`src/dmc_pkg.sv`:
```
// Shared types and constants for the direct-mapped cache model
`default_nettype none
package dmc_pkg;

  localparam int unsigned ADDR_W          = 30;
  localparam int unsigned RW_W            = 9;
  localparam int unsigned CNT_W           = 32;
  localparam int unsigned MODE_W          = 2;
  localparam int unsigned LL_W            = 4;
  localparam int unsigned LL_MAX          = 8;
  localparam int unsigned CFG_IDX_W       = 1;
  localparam int unsigned CFG_DATA_W      = 4;
  localparam int unsigned CACHE_CELLS_DEF = 256;

  typedef enum logic [MODE_W-1:0] {
    MODE_INSTR   = 2'd0,
    MODE_ALLOC   = 2'd1,
    MODE_WMISS   = 2'd2,
    MODE_NOALLOC = 2'd3
  } mode_e;

  typedef enum logic [CFG_IDX_W-1:0] {
    CFG_MODE = 1'b0,
    CFG_LINE = 1'b1
  } cfg_idx_e;

  // access class decided by the front end
  typedef enum logic [2:0] {
    K_CLEAR     = 3'd0,
    K_BYPASS    = 3'd1,
    K_FILL      = 3'd2,
    K_WR_ALWAYS = 3'd3,
    K_WR_MISS   = 3'd4,
    K_WR_NONE   = 3'd5
  } kind_e;

  typedef struct packed {
    kind_e             kind;
    logic              is_write;
    logic [LL_W-1:0]   ll;
    logic [ADDR_W-1:0] addr;
  } dmc_item_t;

  typedef struct packed {
    logic full;
    logic empty;
  } dmc_qstat_t;

endpackage
`default_nettype wire

```
`src/dmc_front.sv`:
```
// Front end: configuration registers, input handshake and access classification
`default_nettype none
module dmc_front import dmc_pkg::*; #(
  parameter int unsigned CACHE_CELLS = CACHE_CELLS_DEF
) (
  input  wire logic                  clk_i,
  input  wire logic                  rst_ni,
  input  wire logic                  cfg_valid_i,
  output logic                       cfg_ready_o,
  input  wire logic [CFG_IDX_W-1:0]  cfg_index_i,
  input  wire logic [CFG_DATA_W-1:0] cfg_data_i,
  input  wire logic                  in_valid_i,
  output logic                       in_stall_o,
  input  wire logic                  op_i,
  input  wire logic                  is_data_i,
  input  wire logic                  is_write_i,
  input  wire logic [ADDR_W-1:0]     address_i,
  input  wire dmc_qstat_t            q_stat_i,
  input  wire logic                  clr_busy_i,
  output logic                       push_o,
  output dmc_item_t                  item_o
);

  localparam int unsigned CLOG   = $clog2(CACHE_CELLS);
  localparam int unsigned LL_CAP = (CLOG < LL_MAX) ? CLOG : LL_MAX;

  mode_e           mode_q, mode_d;
  logic [LL_W-1:0] line_q, line_d;

  assign cfg_ready_o = 1'b1;

  always_comb begin
    mode_d = mode_q;
    line_d = line_q;
    if (cfg_valid_i) begin
      case (cfg_idx_e'(cfg_index_i))
        CFG_MODE: mode_d = mode_e'(cfg_data_i[MODE_W-1:0]);
        CFG_LINE: line_d = cfg_data_i[LL_W-1:0];
        default:  ;
      endcase
    end
  end

  always_ff @(posedge clk_i or negedge rst_ni) begin
    if (!rst_ni) begin
      mode_q <= MODE_INSTR;
      line_q <= '0;
    end else begin
      mode_q <= mode_d;
      line_q <= line_d;
    end
  end

  assign in_stall_o = q_stat_i.full || clr_busy_i;
  assign push_o     = in_valid_i && !in_stall_o;

  always_comb begin
    item_o.is_write = is_write_i;
    item_o.addr     = address_i;
    item_o.ll       = (32'(line_q) > LL_CAP) ? LL_W'(LL_CAP) : line_q;
    if (op_i) begin
      item_o.kind = K_CLEAR;
    end else if (mode_q == MODE_INSTR && is_data_i) begin
      item_o.kind = K_BYPASS;
    end else if (mode_q == MODE_INSTR || !is_write_i) begin
      item_o.kind = K_FILL;
    end else begin
      case (mode_q)
        MODE_ALLOC: item_o.kind = K_WR_ALWAYS;
        MODE_WMISS: item_o.kind = K_WR_MISS;
        default:    item_o.kind = K_WR_NONE;
      endcase
    end
  end

endmodule
`default_nettype wire

```
`config.mk`:
```
export PLATFORM = sky130hd
export DESIGN_NAME = dmc_front
export DESIGN_NICKNAME = d
export VERILOG_FILES = /design/src/dmc_pkg.sv /design/src/dmc_front.sv
export SDC_FILE = /design/constraint.sdc
export NUM_CORES = 1
export LEC_CHECK = 0
export ABC_AREA = 0
export ABC_CLOCK_PERIOD_IN_PS = 1250
export BUFFER_PORTS_ARGS = -buffer_cell sky130_fd_sc_hd__buf_4
export CORE_AREA = 4 4 56 46
export CTS_CLUSTER_SIZE = 10
export DETAILED_ROUTE_END_ITERATION = 12
export DIE_AREA = 0 0 60 50
export GPL_TIMING_DRIVEN = 0
export PLACE_DENSITY_LB_ADDON = 0.08
export SLEW_MARGIN = 20
export SYNTH_ARGS = -nofsm -noshare
export SYNTH_HDL_FRONTEND = slang
export SYNTH_SLANG_ARGS = --single-unit
```
`constraint.sdc`:
```
create_clock -name clk_i -period 1.25 [get_ports clk_i]
set_input_delay 0.0625 -clock clk_i [delete_from_list [all_inputs] [get_ports clk_i]]
set_output_delay 0.0625 -clock clk_i [all_outputs]
set_load 0.02 [all_outputs]
```
# After elaboration in Yosys (flattened, before gate mapping)
# Index checks and enable logic that the tools add are counted.
[classes] order_cmp=1 n_eq_ne=2 mux=5 bitwise=1 reduce_logical=9
[op_table] operator="$mux W3" n=3
[op_table] operator="$pmux W3 S2" n=1
[op_table] operator="$gt A4 B4 Y1 const B" n=1
[op_table] operator="$mux W4" n=1
[op_table] operator="$reduce_and A2 Y1" n=2
[op_table] operator="$eq A2 B1 Y1 const B" n=1
[op_table] operator="$eq A2 B2 Y1 const B" n=1
[op_table] operator="$logic_and A1 B1 Y1" n=2
[op_table] operator="$logic_not A1 Y1" n=2
[op_table] operator="$logic_not A2 Y1" n=1
[op_table] operator="$logic_or A1 B1 Y1" n=2
[op_table] operator="$not A1 Y1" n=1
[totals] ff_bits=6 input_bits=45 output_inout_bits=41 wordCells=20

# Logic depth before layout (Yosys ltp)
[depth] ltp_word=5 ltp_mapped=2 mapped_depth_nobuf=2

# Worst setup path before layout
# OpenSTA, ideal clock, no wires.
[synth_path] kind="reg2out" startpoint="register mode_q[1]" endpoint="output port item_o[35] (netlist bit)" arrival_time_ns=1.097 t_required_ns=1.188 slack_ns=0.091 path_stages_with_launch=3 n_path_buf=0 cell_sequence="dfrtp_1 -> or3b_1 -> a21oi_1"
[synth_rtl] item="start: declaration" line="dmc_front.sv:27" text="mode_e mode_q, mode_d;"
[synth_rtl] item="start signal: assignment" line="dmc_front.sv:49" text="mode_q <= mode_d;"
[synth_rtl] item="end: declaration" line="dmc_front.sv:21" text="output dmc_item_t item_o"

==> insert_results.sql <==
INSERT INTO impl_metrics (metric_group, metric, value, unit) VALUES
('status', 'outcome', 'finished, violations left', ''),
('status', 'violations', 'setup timing', ''),
('setup_path', 'cp_max_fo', '2', ''),
('global_routing', 'pin_count_of_the_biggest_net_entering_global_routing', '7', ''),
('die', 'design.core.area', '0.00196', 'sq mm'),
('power', 'max-vdd-ir-drop', '0.439', 'mV'),
('route', 'detailroute.via_count', '546', ''),
('power', 'pwr_cell_area', '824', 'mW/mm^2'),
('power', 'power_leakage', '0.571', 'nW'),
('synth', 'syn-num-nets', '105', ''),
('clock_tree', 'tritoncts_num_sinks', '6', ''),
('sta', 'clock_tree_skew_after_final_layout', '0', 'ns'),
('setup_path', 'critical_path_start_end_classification', 'reg2out', ''),
('setup_path', 'end_kind', 'output port', ''),
('route', 'drc', '0', ''),
('clock_tree', 'worst_skew_pair.late_latency', '0.24', 'ns'),
('final_layout', 'fin_cells', '142', ''),
('global_routing', 'first_global_vias', '492', ''),
('placement', 'place_ws', '0.0947', 'ns'),
('synth', 'synthesis.area', '542', 'sq um'),
('clock_tree', 'cts.reportedPaths.clkPinSlew', '0.04', 'ns'),
('synth', 'syn_inst', '60', ''),
('clock_tree', 'buffer_cell_driving_the_clock_tree_root', 'clkbuf_4', ''),
('global_routing', 'grt_util_all_layers', '0.0926', ''),
('route', 'detail_route.iter0.violations', '0', ''),
('sta', 'final_period_minus_worst_setup_slack', '1.39', 'ns'),
('final_layout', 'drive_above_1_share', '0.771', ''),
('global_routing', 'globalRouteOverflowTotal', '0', ''),
('final_layout', 'syn2layout_area_growth', '88.2', '%'),
('final_layout', 'final_net_count', '165', ''),
('setup_path', 'critical_path_required', '1.19', 'ns'),
('setup_path', 'type_of_origin_of_the_critical_path', 'register', ''),
('route', 'totalWireLength', '1570', 'um'),
('clock_tree', 'cts_htree_levels', '1', ''),
('global_routing', 'grt_pass1_wl', '2080', 'um'),
('global_routing', 'number_of_antenna_violations_at_the_first_check_in_global_routing', '0', ''),
('route', 'avgRoutedWirePerCell', '11.0', 'um'),
('die', 'initial_utilization', '0.276', ''),
('final_layout', 'antenna-diode-count', '0', ''),
('placement', 'placement.io_buffers', '53', ''),
('sta', 'fin_ws', '-0.139', 'ns'),
('sta', 'grt_setup_unrepaired', 'yes', ''),
('sta', 'timing.fmax', '720', 'MHz'),
('placement', 'finalWeightedCongestion', '0.631', ''),
('synth', 'netlist_cell_types', '13', ''),
('die', 'die_x', '60', 'um'),
('sta', 'final_count_of_hold_timing_violations', '0', ''),
('worst_hold_path', 'timing.hold.worst.class', 'in2reg', ''),
('sta', 'setup_viol', '2', ''),
('die', 'floorplan.die.height', '50', 'um'),
('synth', 'synthesis.area_per_instance', '9.03', 'sq um'),
('clock_tree', 'numCtsBuffers', '3', ''),
('die', 'io_pins', '86', ''),
('route', 'drtAntennaViolNets', '0', ''),
('synth', 'synth.top_cells.by_area', 'buf_4 44%, dfrtp_1 28%, mux2_1 12%', ''),
('flow_run', 'maxCapViolations', '0', ''),
('synth', 'synth_top_cell_by_area', 'buf_4', ''),
('synth', 'yosys_warnings', '0', ''),
('synth', 'synth_largest_type_area_fraction', '0.443', ''),
('sta', 'drv_slew', '0', ''),
('setup_path', 'worstPathArrival', '1.33', 'ns'),
('route', 'detail_route.vias_per_cell', '3.85', ''),
('placement', 'placed_cells', '137', ''),
('sta', 'final_worst_path_period_share', '1.11', ''),
('die', 'core.rowCount', '14', ''),
('die', 'die_area', '0.00300', 'sq mm'),
('clock_tree', 'tritoncts', 'yes', ''),
('synth', 'synth_seq_area_share', '0.277', ''),
('route', 'first_pass_iters', '1', ''),
('final_layout', 'most_frequent_standard_cell_in_the_layout_excluding_fill_and_tap_cells', 'buf_4', ''),
('final_layout', 'layout.cells.most_common_list', '85 x buf_4, 6 x mux2_1, 6 x dfrtp_1', ''),
('synth', 'synth.ff_latch_count', '6', ''),
('clock_tree', 'cts.path.max_buffers', '2', '');
==> synthesized netlist by cell type, drive strengths merged <==
library cell,n
buf,32
clkbuf,1
a21oi,1
and3b,1
nor2b,4
nor2,2
or2,1
mux2,6
nand2,3
conb,1
dfrtp,6
inv,1
or3b,1
==> flip-flops by register name, summed over array words and instances, names as in the netlist <==
name	flops
line_q	4
mode_q	2
==> layer usage <==
layer / vias to the layer above / GRT usage / share of wire
met1: 220 / 0.0794 / 0.23
met4: 0 / 0.0443 / 0.017
met5: - / 0 / 0
met3: 2 / 0.0444 / 0.23
met2: 51 / 0.173 / 0.52
li1: 273 / - / -
==> critical path: stages (launching register included) <==
cell and delay, ns:
dfrtp_1 0.37, or3b_4 0.40, and3b_1 0.18, buf_6 0.13
==> cell families (layout without fill, tap and decap cells) <==
logic type / Yosys count / after routing / share of synthesized area
AOI/OAI and AO/OA: 1 / 1 / 0.00923
buffers and inverters: 34 / 92 / 0.457
DFF: 6 / 6 / 0.277
muxes: 6 / 6 / 0.125
other: 1 / 1 / 0.00692
and+or+nand+nor: 12 / 12 / 0.125
==> timing repair <==
item                                    in CTS  in global routing
pin swaps                                    0                  1
gates cloned                                 0                  0
gates resized for setup                      1                  2
endpoints found under the hold margin        6                  0
hold buffers                                 1                  0
buffers inserted                             0                  1
endpoints found under the setup margin       2                  2
==> final timing paths <==
| kind | cells after the start | end | startpoint | slack, ns |
|---|---|---|---|---|
| worst min-delay path | 2 | line_q[2]$_DFFE_PN0P_ | cfg_data_i[2] | 0.04 |
| worst max-delay path | 3 | item_o[36] | mode_q[0]$_DFFE_PN0P_ | -0.14 |
| max in group asynchronous | 2 | mode_q[1]$_DFFE_PN0P_ | rst_ni | 0.96 |
| min in group asynchronous | 2 | line_q[3]$_DFFE_PN0P_ | rst_ni | 0.17 |
| worst max register to register | 2 | mode_q[0]$_DFFE_PN0P_ | mode_q[0]$_DFFE_PN0P_ | 0.36 |
| worst min register to register | 1 | line_q[0]$_DFFE_PN0P_ | line_q[0]$_DFFE_PN0P_ | 0.48 |
==> cell type report <==
| cell class | instances | area [sq um] |
|---|---|---|
| fill | 192 | 942 |
| tap | 24 | 30.0 |
| timing repair buffer | 55 | 419 |
| multi-input combinational | 20 | 150 |
| sequential | 6 | 150 |
| inverter | 1 | 3.75 |
| clock buffer | 3 | 22.5 |
| buffer | 33 | 244 |
==> power breakdown <==
part / total, mW / internal, mW / switching [mW]
Sequential: 0.242 / 0.224 / 0.0181
Clock: 0.173 / 0.108 / 0.0646
Combinational: 0.426 / 0.236 / 0.190
Total: 0.840 / 0.568 / 0.272
==> per-stage QoR <==
step	utilization	hold slack, ns	area, sq um	TNS, ns	power, mW
floorplan	-	-0.233	542	0	0.483
global placement	0.494	-0.127	970	0	0.654
detailed placement	0.494	-0.126	970	0	0.660
CTS	0.513	0.0339	1010	-0.310	0.847
global route	0.520	0.0280	1020	-0.330	0.900
finish	0.520	0.0428	1020	-0.238	0.840
Note: power is estimated with default switching activity, not from simulation.
