<file path="src/dmc_pkg.sv">
// Shared types and constants for the direct-mapped cache model
`default_nettype none
package dmc_pkg;

  localparam int unsigned ADDR_W          = 30;
  localparam int unsigned RW_W            = 9;
  localparam int unsigned CNT_W           = 32;
  localparam int unsigned MODE_W          = 2;
  localparam int unsigned LL_W            = 4;
  localparam int unsigned LL_MAX          = 8;
  localparam int unsigned CFG_IDX_W       = 1;
  localparam int unsigned CFG_DATA_W      = 4;
  localparam int unsigned CACHE_CELLS_DEF = 256;

  typedef enum logic [MODE_W-1:0] {
    MODE_INSTR   = 2'd0,
    MODE_ALLOC   = 2'd1,
    MODE_WMISS   = 2'd2,
    MODE_NOALLOC = 2'd3
  } mode_e;

  typedef enum logic [CFG_IDX_W-1:0] {
    CFG_MODE = 1'b0,
    CFG_LINE = 1'b1
  } cfg_idx_e;

  // access class decided by the front end
  typedef enum logic [2:0] {
    K_CLEAR     = 3'd0,
    K_BYPASS    = 3'd1,
    K_FILL      = 3'd2,
    K_WR_ALWAYS = 3'd3,
    K_WR_MISS   = 3'd4,
    K_WR_NONE   = 3'd5
  } kind_e;

  typedef struct packed {
    kind_e             kind;
    logic              is_write;
    logic [LL_W-1:0]   ll;
    logic [ADDR_W-1:0] addr;
  } dmc_item_t;

  typedef struct packed {
    logic full;
    logic empty;
  } dmc_qstat_t;

endpackage
`default_nettype wire

</file>
<file path="src/dmc_queue.sv">
// Two-word queue between the classifying front end and the lookup back end
`default_nettype none
module dmc_queue import dmc_pkg::*; (
  input  wire logic       clk_i,
  input  wire logic       rst_ni,
  input  wire logic       push_i,
  input  wire dmc_item_t  item_i,
  input  wire logic       pop_i,
  output dmc_item_t       item_o,
  output dmc_qstat_t      stat_o
);

  localparam int unsigned QD = 2;

  dmc_item_t  ent_q [QD];
  logic       wp_q, wp_d, rp_q, rp_d;
  logic [1:0] cnt_q, cnt_d;

  assign stat_o.full  = (cnt_q == 2'(QD));
  assign stat_o.empty = (cnt_q == 2'd0);
  assign item_o       = ent_q[rp_q];

  always_comb begin
    wp_d  = push_i ? wp_q + 1'b1 : wp_q;
    rp_d  = pop_i  ? rp_q + 1'b1 : rp_q;
    cnt_d = cnt_q + 2'(push_i) - 2'(pop_i);
  end

  always_ff @(posedge clk_i or negedge rst_ni) begin
    if (!rst_ni) begin
      wp_q  <= 1'b0;
      rp_q  <= 1'b0;
      cnt_q <= 2'd0;
    end else begin
      wp_q  <= wp_d;
      rp_q  <= rp_d;
      cnt_q <= cnt_d;
    end
  end

  always_ff @(posedge clk_i) begin
    if (push_i) begin
      ent_q[wp_q] <= item_i;
    end
  end

endmodule
`default_nettype wire

</file>
<file path="config.mk">
export PLATFORM = sky130hd
export DESIGN_NAME = dmc_queue
export DESIGN_NICKNAME = d
export VERILOG_FILES = /design/src/dmc_pkg.sv /design/src/dmc_queue.sv
export SDC_FILE = /design/constraint.sdc
export NUM_CORES = 1
export LEC_CHECK = 0
export ABC_AREA = 1
export BUFFER_PORTS_ARGS = -buffer_cell sky130_fd_sc_hd__buf_4
export CELL_PAD_IN_SITES_DETAIL_PLACEMENT = 0
export CELL_PAD_IN_SITES_GLOBAL_PLACEMENT = 1
export CORE_MARGIN = 2
export CORE_UTILIZATION = 46
export CTS_BUF_LIST = sky130_fd_sc_hd__clkbuf_8
export CTS_CLUSTER_SIZE = 8
export DETAILED_ROUTE_END_ITERATION = 10
export HOLD_SLACK_MARGIN = 0.08
export PLACE_DENSITY = 0.94
export RECOVER_POWER = 50
export SYNTH_ARGS = -nofsm -noshare
export SYNTH_HDL_FRONTEND = slang
export SYNTH_SLANG_ARGS = --single-unit
export TNS_END_PERCENT = 30
</file>
<file path="constraint.sdc">
create_clock -name clk_i -period 7.15 [get_ports clk_i]
set_clock_uncertainty 0.1 [all_clocks]
set_input_delay 0.715 -clock clk_i [delete_from_list [all_inputs] [get_ports clk_i]]
set_output_delay 0.715 -clock clk_i [all_outputs]
set_load 0.005 [all_outputs]
</file>
Word level (Yosys, flattened, before mapping). Memory sizes are Yosys's and may differ from the RTL's. Cells that the tools add are included. W data, S select, Z words.

Muxes and demuxes: 2. Add/sub/neg operators: 4. Reduce and logical (&&, ||, !) cells: 1. Equality and inequality tests: 1.

Operators by type and width (count): $add A1 B1 Y1 const B (2); $add A2 B1 Y2 (1); $eq A2 B2 Y1 const B (1); $logic_not A2 Y1 (1); $mux W1 (2); $sub A2 B1 Y2 (1).

Register bits after elaboration: 4. Bits in writable memories: 76. Memories kept: 1. Output and inout port bits: 40. Word-level logic and storage cells: 12.

Memories: ent_q (depth 2, width 38, read ports 1, clocked after Yosys merged registers in 0, write ports 1, RTL line dmc_queue.sv:15) `dmc_item_t ent_q [QD];`.

Depth between registers and ports, before layout. Gate-level depths: netlist (run 1).

Word-level depth: 2. Mapped depth: 7. Mapped depth without buffers: 7.

Worst setup path after synthesis (run 1). No wires, ideal clock.

Path type: input -> register. Start point: input push_i. End point: memory ent_q[0][0] (netlist name), enable pin. Slack: 4.261 ns. Data arrival time: 2.354 ns. Cell stages on the path: 2. Path buffers: 0. Library setup time: 0.434 ns. Cells stage by stage: inv_1 nor2_1.

Longest elaborated chain between the ends: 2.

RTL lines: start, declared (RTL line dmc_queue.sv:6) `input wire logic push_i,`; $mux W1 (RTL line dmc_queue.sv:42) `if (push_i) begin`; $mux W1 (implied by the code) (RTL line dmc_queue.sv:43) `ent_q[wp_q] <= item_i;`; end, declared (RTL line dmc_queue.sv:15).

Every way passes these cells.

==> run_results.csv, run 1 <==
group,metric,value,unit
run_status,status,"finished, violations left",
run_status,failed_checks,"max-capacitance violations, max-slew violations",
placed_design,dp_hpwl,3160,um
timing,max-slew-margin-rel,-38.6,%
detailed_routing,ant_nets,0,
timing,fin_setup_tns,0,ps
critical_path,startpoint,"rp_q$_DFFE_PN0P_",
cts,clock-sinks,80,
cts,cts-resized-gates,0,
yosys,yosysTopAreaCell,"edfxtp_1",
yosys,synth_common_cells,"76 x edfxtp_1, 45 x inv_1, 44 x nand2_1",
critical_path,rrSetupSlack,4960,ps
cts,cts_tree,"yes",
placed_design,io_buffer_count,81,
hold_path,min_path_type,"flop to flop",
timing,fmax,279,MHz
critical_path,r2r-start,"rp_q$_DFFE_PN0P_",
global_routing,grt_pass1_wl,8000,um
job,maxCapViolCount,1,
placed_design,routabilityCongestion,0.766,
yosys,yosys_warnings,0,
pwr,power.leakage,0.00166,uW
critical_path,cp-start-kind,"flop",
detailed_routing,drtPass1Iterations,4,
global_routing,grt_max_degree,78,
cts,numCtsBuffers,9,
timing,rsz0062_at_grt,"no",
detailed_routing,via_count,1781,
layout,antenna_cells,0,
critical_path,crit_arrival,2770,ps
critical_path,end_kind,"primary output",
yosys,yosysSeqAreaShare,78.8,%
detailed_routing,vias_per_cell,4.55,
layout,utilization,61.6,%
die,io_pins,82,
yosys,synth.avg_cell_area,13.6,um2
timing,period_needed,3580,ps
die,die_w,85.1,um
cts,ctsHoldBuffers,1,
pwr,cellPowerDensity,384,nW/um2
yosys,netlist_area,3020,um2
die,std_cell_rows,29,
global_routing,globalRouteOverflowTotal,0,
timing,setup_viol_count_final,0,
detailed_routing,wl_per_cell,12.4,um
yosys,async_reset_ff_share,5.00,%
pwr,ir_drop,244,uV
yosys,yosys.cell_types.count,14,
critical_path,crit_required,6340,ps
timing,worst_pin_slew,2080,ps
layout,area_growth,29.3,%
yosys,ys_dominant_reg_cell,"edfxtp_1",
cts,cts_root_buffer,"clkbuf_8",
detailed_routing,drc,0,
yosys,synth-seq-cells,80,
critical_path,worstSetupPathType,"flop to primary output",
global_routing,grt_pass1_vias,1755,
timing,hold_viol_final,0,
timing,period_share,50.1,%
yosys,synth_edf_count,76,
yosys,synth_top_area_share,75.5,%
cts,cts_setup_buffers,0,
cts,cts_htree_levels,3,
layout,layout.nets,353,
die,die_area,7240,um2
die,dieHeight,85.1,um
layout,drive_above_1_share,27.1,%
critical_path,crit_fanout,77,
hold_path,hold_path_startpoint,"wp_q$_DFFE_PN0P_",
timing,slew_viol_final,78,
detailed_routing,drt_iter0_drc,80,
yosys,postSynthCellCount,223,
yosys,yosys-top-cells-area,"edfxtp_1 75%, inv_1 5.6%, nand2_1 5.5%",
global_routing,track_usage,14.6,%
detailed_routing,routed_wl,4850,um
global_routing,antenna_found_initial,0,
yosys,yosysMostFrequentCell,"edfxtp_1",
cts,cts.clk_slew.worst_paths,80,ps
cts,cts_buffer_depth,2,
yosys,synth_fp_nets,267,
cts,clk_latency,340,ps
die,initial_core_util,47.6,%
die,core,6350,um2
## report_power, final
group	internal (uW)	switching [uW]	total, uW
combinational	206	174	379
clock	265	153	418
sequential	623	81.1	704
total	1090	408	1500
## final timing paths
kind,cells after the start,to
worst min-delay path,1,wp_q$_DFFE_PN0P_
worst max register to register,1,rp_q$_DFFE_PN0P_
max in group asynchronous,2,cnt_q[1]$_DFF_PN0_
min in group asynchronous,2,cnt_q[0]$_DFF_PN0_
worst max-delay path,2,item_o[18]
worst min register to register,1,wp_q$_DFFE_PN0P_
## worst max-delay path, stage by stage (launching register included)
cell and delay [ps]:
dfrtp_1 1750, o21ai_0 400, buf_4 250
## registers in the layout (all words and copies together) (netlist names)
| name | flops |
|---|---|
| rp_q | 1 |
| wp_q | 1 |
| cnt_q | 2 |
| ent_q | 76 |
## cells in the final DEF (no fill, tap or decap)
| master | netlist | final |
|---|---|---|
| nor2_1 | 3 | 2 |
| clkbuf_1 | 2 | 12 |
| clkinv_1 | 0 | 2 |
| nand2_1 | 44 | 44 |
| o21ai_1 | 8 | 8 |
| xor2_1 | 2 | 2 |
| o21ai_0 | 30 | 30 |
| nor2_4 | 0 | 1 |
| dfrtp_1 | 4 | 4 |
| clkbuf_4 | 0 | 29 |
| nand3_1 | 1 | 1 |
| bufinv_16 | 0 | 4 |
| edfxtp_1 | 76 | 76 |
| inv_1 | 45 | 45 |
| ha_1 | 2 | 2 |
| clkbuf_8 | 0 | 9 |
| clkinvlp_4 | 0 | 1 |
| buf_4 | 1 | 41 |
| dlygate4sd3_1 | 0 | 1 |
## stage by stage
step	instance area, um2	instances	total power [uW]	worst slack, ps	hold slack, ps
global placement	3690	374	1090	4700	416
global route	3910	391	1600	3220	460
detailed placement	3690	374	1100	4700	417
floorplan	3020	223	881	4260	319
finish	3910	391	1500	3570	464
CTS	3960	391	1520	4330	439
## layout make-up
| type | instances | area, um2 |
|---|---|---|
| inverter | 45 | 169 |
| clock buffer | 9 | 124 |
| tap | 77 | 96.3 |
| timing repair buffer | 83 | 581 |
| fill | 506 | 2440 |
| multi-input combinational | 90 | 422 |
| sequential | 80 | 2380 |
| clock inverter | 7 | 135 |
## routing by layer
layer  wire [um]  GRT usage [%]  up-vias
li1            -              -      917
met1        2030           17.7      795
met2        2340           23.6       60
met3         380           4.77        9
met4          93           7.36        0
met5           0              0        -
## cell families after synthesis
| logic type | synth area share, % |
|---|---|
| DFF | 78.8 |
| buffers and inverters | 7.53 |
| and+or+nand+nor | 6.00 |
| AOI/OAI and AO/OA | 6.29 |
| xor gates and xnor gates | 0.579 |
| adders and majority gates | 0.827 |
No activity file was read; power rests on OpenSTA's default activity.
==> run 2: changes to the inputs <==
--- a/config.mk
+++ b/config.mk
@@ -5,17 +5,17 @@
 export SDC_FILE = /design/constraint.sdc
 export NUM_CORES = 1
 export LEC_CHECK = 0
-export ABC_AREA = 1
+export ABC_AREA = 0
 export BUFFER_PORTS_ARGS = -buffer_cell sky130_fd_sc_hd__buf_4
 export CELL_PAD_IN_SITES_DETAIL_PLACEMENT = 0
 export CELL_PAD_IN_SITES_GLOBAL_PLACEMENT = 1
 export CORE_MARGIN = 2
-export CORE_UTILIZATION = 46
+export CORE_UTILIZATION = 41
 export CTS_BUF_LIST = sky130_fd_sc_hd__clkbuf_8
 export CTS_CLUSTER_SIZE = 8
 export DETAILED_ROUTE_END_ITERATION = 10
 export HOLD_SLACK_MARGIN = 0.08
-export PLACE_DENSITY = 0.94
+export PLACE_DENSITY = 0.86
 export RECOVER_POWER = 50
 export SYNTH_ARGS = -nofsm -noshare
 export SYNTH_HDL_FRONTEND = slang
==> constraint.sdc (replaced) <==
create_clock -name clk_i -period 2.95 [get_ports clk_i]
set_clock_uncertainty 0.1 [all_clocks]
set_input_delay 0.295 -clock clk_i [delete_from_list [all_inputs] [get_ports clk_i]]
set_output_delay 0.295 -clock clk_i [all_outputs]
set_load 0.005 [all_outputs]
==> run_results.csv, run 2 <==
group,metric,value,unit
global_routing,globalRouteOverflowTotal,0,
timing,hold_viol_final,0,
cts,cts-resized-gates,0,
timing,setup_viol_count_final,0,
critical_path,crit_fanout,25,
die,die_w,89.3,um
yosys,synth_top_area_share,76.4,%
critical_path,worstSetupPathType,"flop to primary output",
detailed_routing,ant_nets,0,
critical_path,end_kind,"primary output",
global_routing,grt_max_degree,39,
die,die_area,7980,um2
detailed_routing,vias_per_cell,4.49,
layout,top_regs,"ent_q: 76 flops, cnt_q: 2 flops",
global_routing,antenna_found_initial,0,
layout,regMostFlops,"ent_q",
yosys,async_reset_ff_share,5.00,%
detailed_routing,drt_iter0_drc,51,
critical_path,cp-start-kind,"flop",
die,std_cell_rows,31,
yosys,yosysTopAreaCell,"edfxtp_1",
timing,fmax,401,MHz
critical_path,crit_arrival,2100,ps
detailed_routing,routed_wl,5470,um
cts,cts.clk_slew.worst_paths,70,ps
cts,cts_htree_levels,3,
placed_design,pre_cts_slack,1010,ps
yosys,netlist_area,2990,um2
run_status,status,"finished, final reports clean",
timing,slew_viol_final,0,
critical_path,rr_worst_depth,1,
layout,area_growth,43.3,%
pwr,power.leakage,0.00164,uW
layout,drive_above_1_share,46.5,%
die,core,7140,um2
yosys,yosysMostFrequentCell,"edfxtp_1",
cts,clk_latency,330,ps
placed_design,io_buffer_count,81,
yosys,synth-seq-cells,80,
yosys,synth_edf_count,76,
placed_design,routabilityCongestion,0.713,
die,initial_core_util,41.8,%
pwr,ir_drop,458,uV
job,maxCapViolCount,0,
timing,rsz0062_at_grt,"no",
yosys,yosys_warnings,0,
timing,max-slew-margin-rel,36.7,%
timing,worst_pin_slew,950,ps
placed_design,dp_hpwl,3330,um
yosys,ys_dominant_reg_cell,"edfxtp_1",
layout,largest_reg_flops,76,
timing,fin_ws,457,ps
cts,cts_setup_buffers,0,
detailed_routing,wl_per_cell,14.9,um
layout,final_cell_mix,"76 x edfxtp_1, 41 x dlygate4sd3_1, 39 x buf_4",
layout,antenna_cells,0,
layout,final_common_cell,"edfxtp_1",
die,dieHeight,89.3,um
cts,cts_root_buffer,"clkbuf_8",
yosys,yosys.cell_types.count,14,
global_routing,grt_pass1_wl,8040,um
critical_path,rrSetupSlack,1240,ps
critical_path,r2r-start,"wp_q$_DFFE_PN0P_",
detailed_routing,drtPass1Iterations,4,
global_routing,grt_pass1_vias,1712,
timing,period_share,84.5,%
timing,fin_setup_tns,0,ps
cts,clock-sinks,80,
yosys,synth.avg_cell_area,22.4,um2
critical_path,reg2reg_to,"ent_q[1][5]$_DFFE_PP_",
hold_path,min_path_type,"input port to asynchronous set/reset pin",
yosys,synth_fp_nets,177,
timing,period_needed,2490,ps
critical_path,crit_required,2560,ps
yosys,yosys-top-cells-area,"edfxtp_1 76%, mux2_2 11%, mux2_4 5.0%",
detailed_routing,via_count,1653,
detailed_routing,drc,0,
layout,layout.nets,308,
cts,ctsHoldBuffers,41,
yosys,synth_common_cells,"76 x edfxtp_1, 28 x mux2_2, 10 x mux2_4",
cts,cts_tree,"yes",
pwr,total_power,3540,uW
yosys,postSynthCellCount,133,
cts,cts_buffer_depth,2,
pwr,cellPowerDensity,827,nW/um2
global_routing,track_usage,14.3,%
yosys,yosysSeqAreaShare,79.8,%
die,io_pins,82,
cts,numCtsBuffers,9,
==> run 2: cell types whose count changed after synthesis, moves of 2 or more <==
cell / delta
mux2_4: +10
nor2_1: -2
buf_2: -2
inv_1: -43
nor2b_1: +2
o21ai_1: -8
nand2_1: -44
clkbuf_1: -2
buf_6: -2
o21ai_0: -30
mux2_2: +28
==> run 2: through the flow <==
step	cell area [um2]	cells	hold slack, ps	utilization [%]
after global placement	3700	311	-6.65	51.9
after global routing	4280	368	259	59.9
final	4280	368	224	59.9
after detailed placement	3700	311	-3.80	51.9
after CTS	4320	368	166	60.6
after floorplan	2990	133	-101	-
==> run 2: power by group <==
part	switching [uW]	internal, uW	total [uW]
Clock	378	469	847
Combinational	424	655	1080
Sequential	101	1510	1610
==> run 2: cells by family (layout without fill, tap and decap cells) <==
group	count (synthesis)	count (layout)	share of synthesized area, %
XOR/XNOR	3	3	1.38
multiplexers	38	38	15.6
flip-flops	80	80	79.8
adder cells (fa/ha/maj)	2	2	0.838
buffers and inverters	6	142	1.63
AND/OR/NAND/NOR	4	4	0.754
==> run 2: worst max-delay path, cell delays in order, from the launching register on <==
cell	delay (ps)
dfrtp_1	740
buf_4	470
mux2_2	390
buf_4	140
==> run 2: worst max path at each step <==
stage                     startpoint                     to  cells past startpoint
floorplan           wp_q$_DFFE_PN0P_  ent_q[0][0]$_DFFE_PP_                      1
global placement    rp_q$_DFFE_PN0P_              item_o[2]                      3
detailed placement  rp_q$_DFFE_PN0P_             item_o[31]                      3
CTS                 rp_q$_DFFE_PN0P_             item_o[31]                      3
global route        rp_q$_DFFE_PN0P_              item_o[2]                      3
finish              rp_q$_DFFE_PN0P_              item_o[2]                      3
==> run 2: layer usage <==
metal	routed length (um)	GRT usage, %	vias up
li1	-	-	781
met1	2250	16.5	800
met2	2820	23.6	60
met3	293	4.06	12
met4	112	8.82	0
met5	0	0	-
==> run 2: area by class of cell <==
| type | count | area, um2 |
|---|---|---|
| tap | 99 | 124 |
| sequential | 80 | 2380 |
| multi-input combinational | 47 | 563 |
| inverter | 2 | 7.51 |
| clock inverter | 7 | 87.6 |
| timing repair buffer | 124 | 988 |
| fill | 547 | 2860 |
| clock buffer | 9 | 124 |
==> run 3: changes to the inputs <==
==> constraint.sdc (replaced) <==
create_clock -name clk_i -period 2.1 [get_ports clk_i]
set_clock_uncertainty 0.1 [all_clocks]
set_input_delay 0.21 -clock clk_i [delete_from_list [all_inputs] [get_ports clk_i]]
set_output_delay 0.21 -clock clk_i [all_outputs]
set_load 0.005 [all_outputs]
==> run_results.csv, run 3 (synthesis results as in run 2) <==
group,metric,value,unit
run_status,status,"finished, final reports clean",
cts,cts_root_buffer,"clkbuf_8",
layout,fill_cells,564,
global_routing,grt_util_met2,23.9,%
hold_path,hold_path_startpoint,"wp_q$_DFFE_PN0P_",
die,io_pins,82,
cts,cts_htree_levels,3,
critical_path,reg2reg_to,"ent_q[0][28]$_DFFE_PP_",
die,dieHeight,89.3,um
critical_path,crit_arrival,1510,ps
critical_path,end_kind,"primary output",
timing,worst_pin_slew,512,ps
timing,fin_setup_tns,0,ps
layout,area_growth,44.4,%
global_routing,antenna_found_initial,0,
critical_path,r2r-start,"wp_q$_DFFE_PN0P_",
timing,period_share,86.6,%
timing,hold_viol_final,0,
cts,clk_latency,340,ps
critical_path,rrSetupSlack,630,ps
global_routing,use_met1,15.1,%
detailed_routing,wl_per_cell,14.2,um
cts,numCtsBuffers,9,
layout,layout.nets,312,
cts,cts-resized-gates,0,
timing,setup_viol_count_final,0,
detailed_routing,via_count,1652,
layout,regMostFlops,"ent_q",
die,initial_core_util,41.8,%
die,die_w,89.3,um
pwr,total_power,4970,uW
critical_path,rr_worst_depth,2,
timing,rsz0062_at_grt,"no",
placed_design,routabilityCongestion,0.697,
detailed_routing,drt_iter0_drc,58,
detailed_routing,drc,0,
layout,final_cell_mix,"76 x edfxtp_1, 42 x dlygate4sd3_1, 41 x buf_4",
critical_path,crit_fanout,39,
timing,slew_viol_final,0,
die,die_area,7980,um2
die,std_cell_rows,31,
pwr,cellPowerDensity,1150,nW/um2
job,maxCapViolCount,0,
global_routing,use_met3,4.43,%
critical_path,crit_required,1790,ps
global_routing,globalRouteOverflowTotal,0,
hold_path,min_path_type,"flop to flop",
die,core,7140,um2
detailed_routing,routed_wl,5260,um
pwr,ir_drop,576,uV
pwr,power.leakage,0.00167,uW
detailed_routing,drtPass1Iterations,4,
detailed_routing,ant_nets,0,
cts,cts_tree,"yes",
hold_path,min_to,"wp_q$_DFFE_PN0P_",
global_routing,busiest_layer,"met2",
global_routing,grt_pass1_vias,1660,
critical_path,cp-start-kind,"flop",
timing,fmax,550,MHz
layout,top_regs,"ent_q: 76 flops, cnt_q: 2 flops",
cts,clock-sinks,80,
placed_design,io_buffer_count,81,
layout,final_common_cell,"edfxtp_1",
layout,drive_above_1_share,47.8,%
timing,max-slew-margin-rel,65.9,%
detailed_routing,vias_per_cell,4.45,
timing,hold-worst-slack,397,ps
cts,cts_buffer_depth,2,
layout,antenna_cells,0,
cts,cts.clk_slew.worst_paths,70,ps
layout,largest_reg_flops,76,
global_routing,grt_pass1_wl,7720,um
hold_path,hold_depth,1,
global_routing,grt_max_degree,40,
global_routing,track_usage,13.8,%
critical_path,worstSetupPathType,"flop to primary output",
timing,period_needed,1820,ps
placed_design,dp_hpwl,3230,um
[run 3: worst max-delay path by stage]
stage	startpoint	cells past startpoint	endpoint
floorplan	wp_q$_DFFE_PN0P_	1	ent_q[0][0]$_DFFE_PP_
detailed placement	rp_q$_DFFE_PN0P_	3	item_o[5]
global placement	rp_q$_DFFE_PN0P_	3	item_o[5]
finish	rp_q$_DFFE_PN0P_	3	item_o[5]
global route	rp_q$_DFFE_PN0P_	3	item_o[35]
CTS	rp_q$_DFFE_PN0P_	3	item_o[5]
[run 3: final cells by class]
cell class	count	area, um2	area share, %
clock inverters	6	76.3	1.77
inverters	2	7.51	0.174
well taps	99	124	2.87
flip-flops and latches	80	2380	55.3
repair buffers	128	1040	24.1
multi-input cells	47	556	12.9
clock buffers	9	124	2.87
[run 3: critical path: stages (launching register included)]
cell and delay [ps]:
dfrtp_2 380, buf_12 220, mux2_2 390, buf_4 140
[run 3: what timing repair did]
action	in CTS	in global routing
endpoints found under the hold margin	83	1
hold buffers	41	1
buffers inserted	0	0
endpoints found under the setup margin	0	0
[run 3: per-layer routing]
metal	up-vias	wire (um)
met5	-	0
met4	0	121
met3	9	195
met2	45	2840
met1	810	2100
li1	788	-
[run 3: where the power goes]
group | total [uW] | leakage [uW] | internal [uW] | switching (uW)
clock network | 1150 | 0.000105 | 648 | 501
logic | 1600 | 0.000809 | 958 | 643
registers | 2220 | 0.000759 | 2130 | 91.4
[run 3: stage by stage]
| stage | instances | area, um2 | setup slack (ps) | util, % |
|---|---|---|---|---|
| floorplan | 133 | 2990 | 180 | - |
| global placement | 314 | 3740 | 660 | 52.3 |
| detailed placement | 314 | 3740 | 655 | 52.3 |
| CTS | 370 | 4350 | 271 | 60.9 |
| global route | 371 | 4310 | 222 | 60.4 |
| finish | 371 | 4310 | 280 | 60.4 |
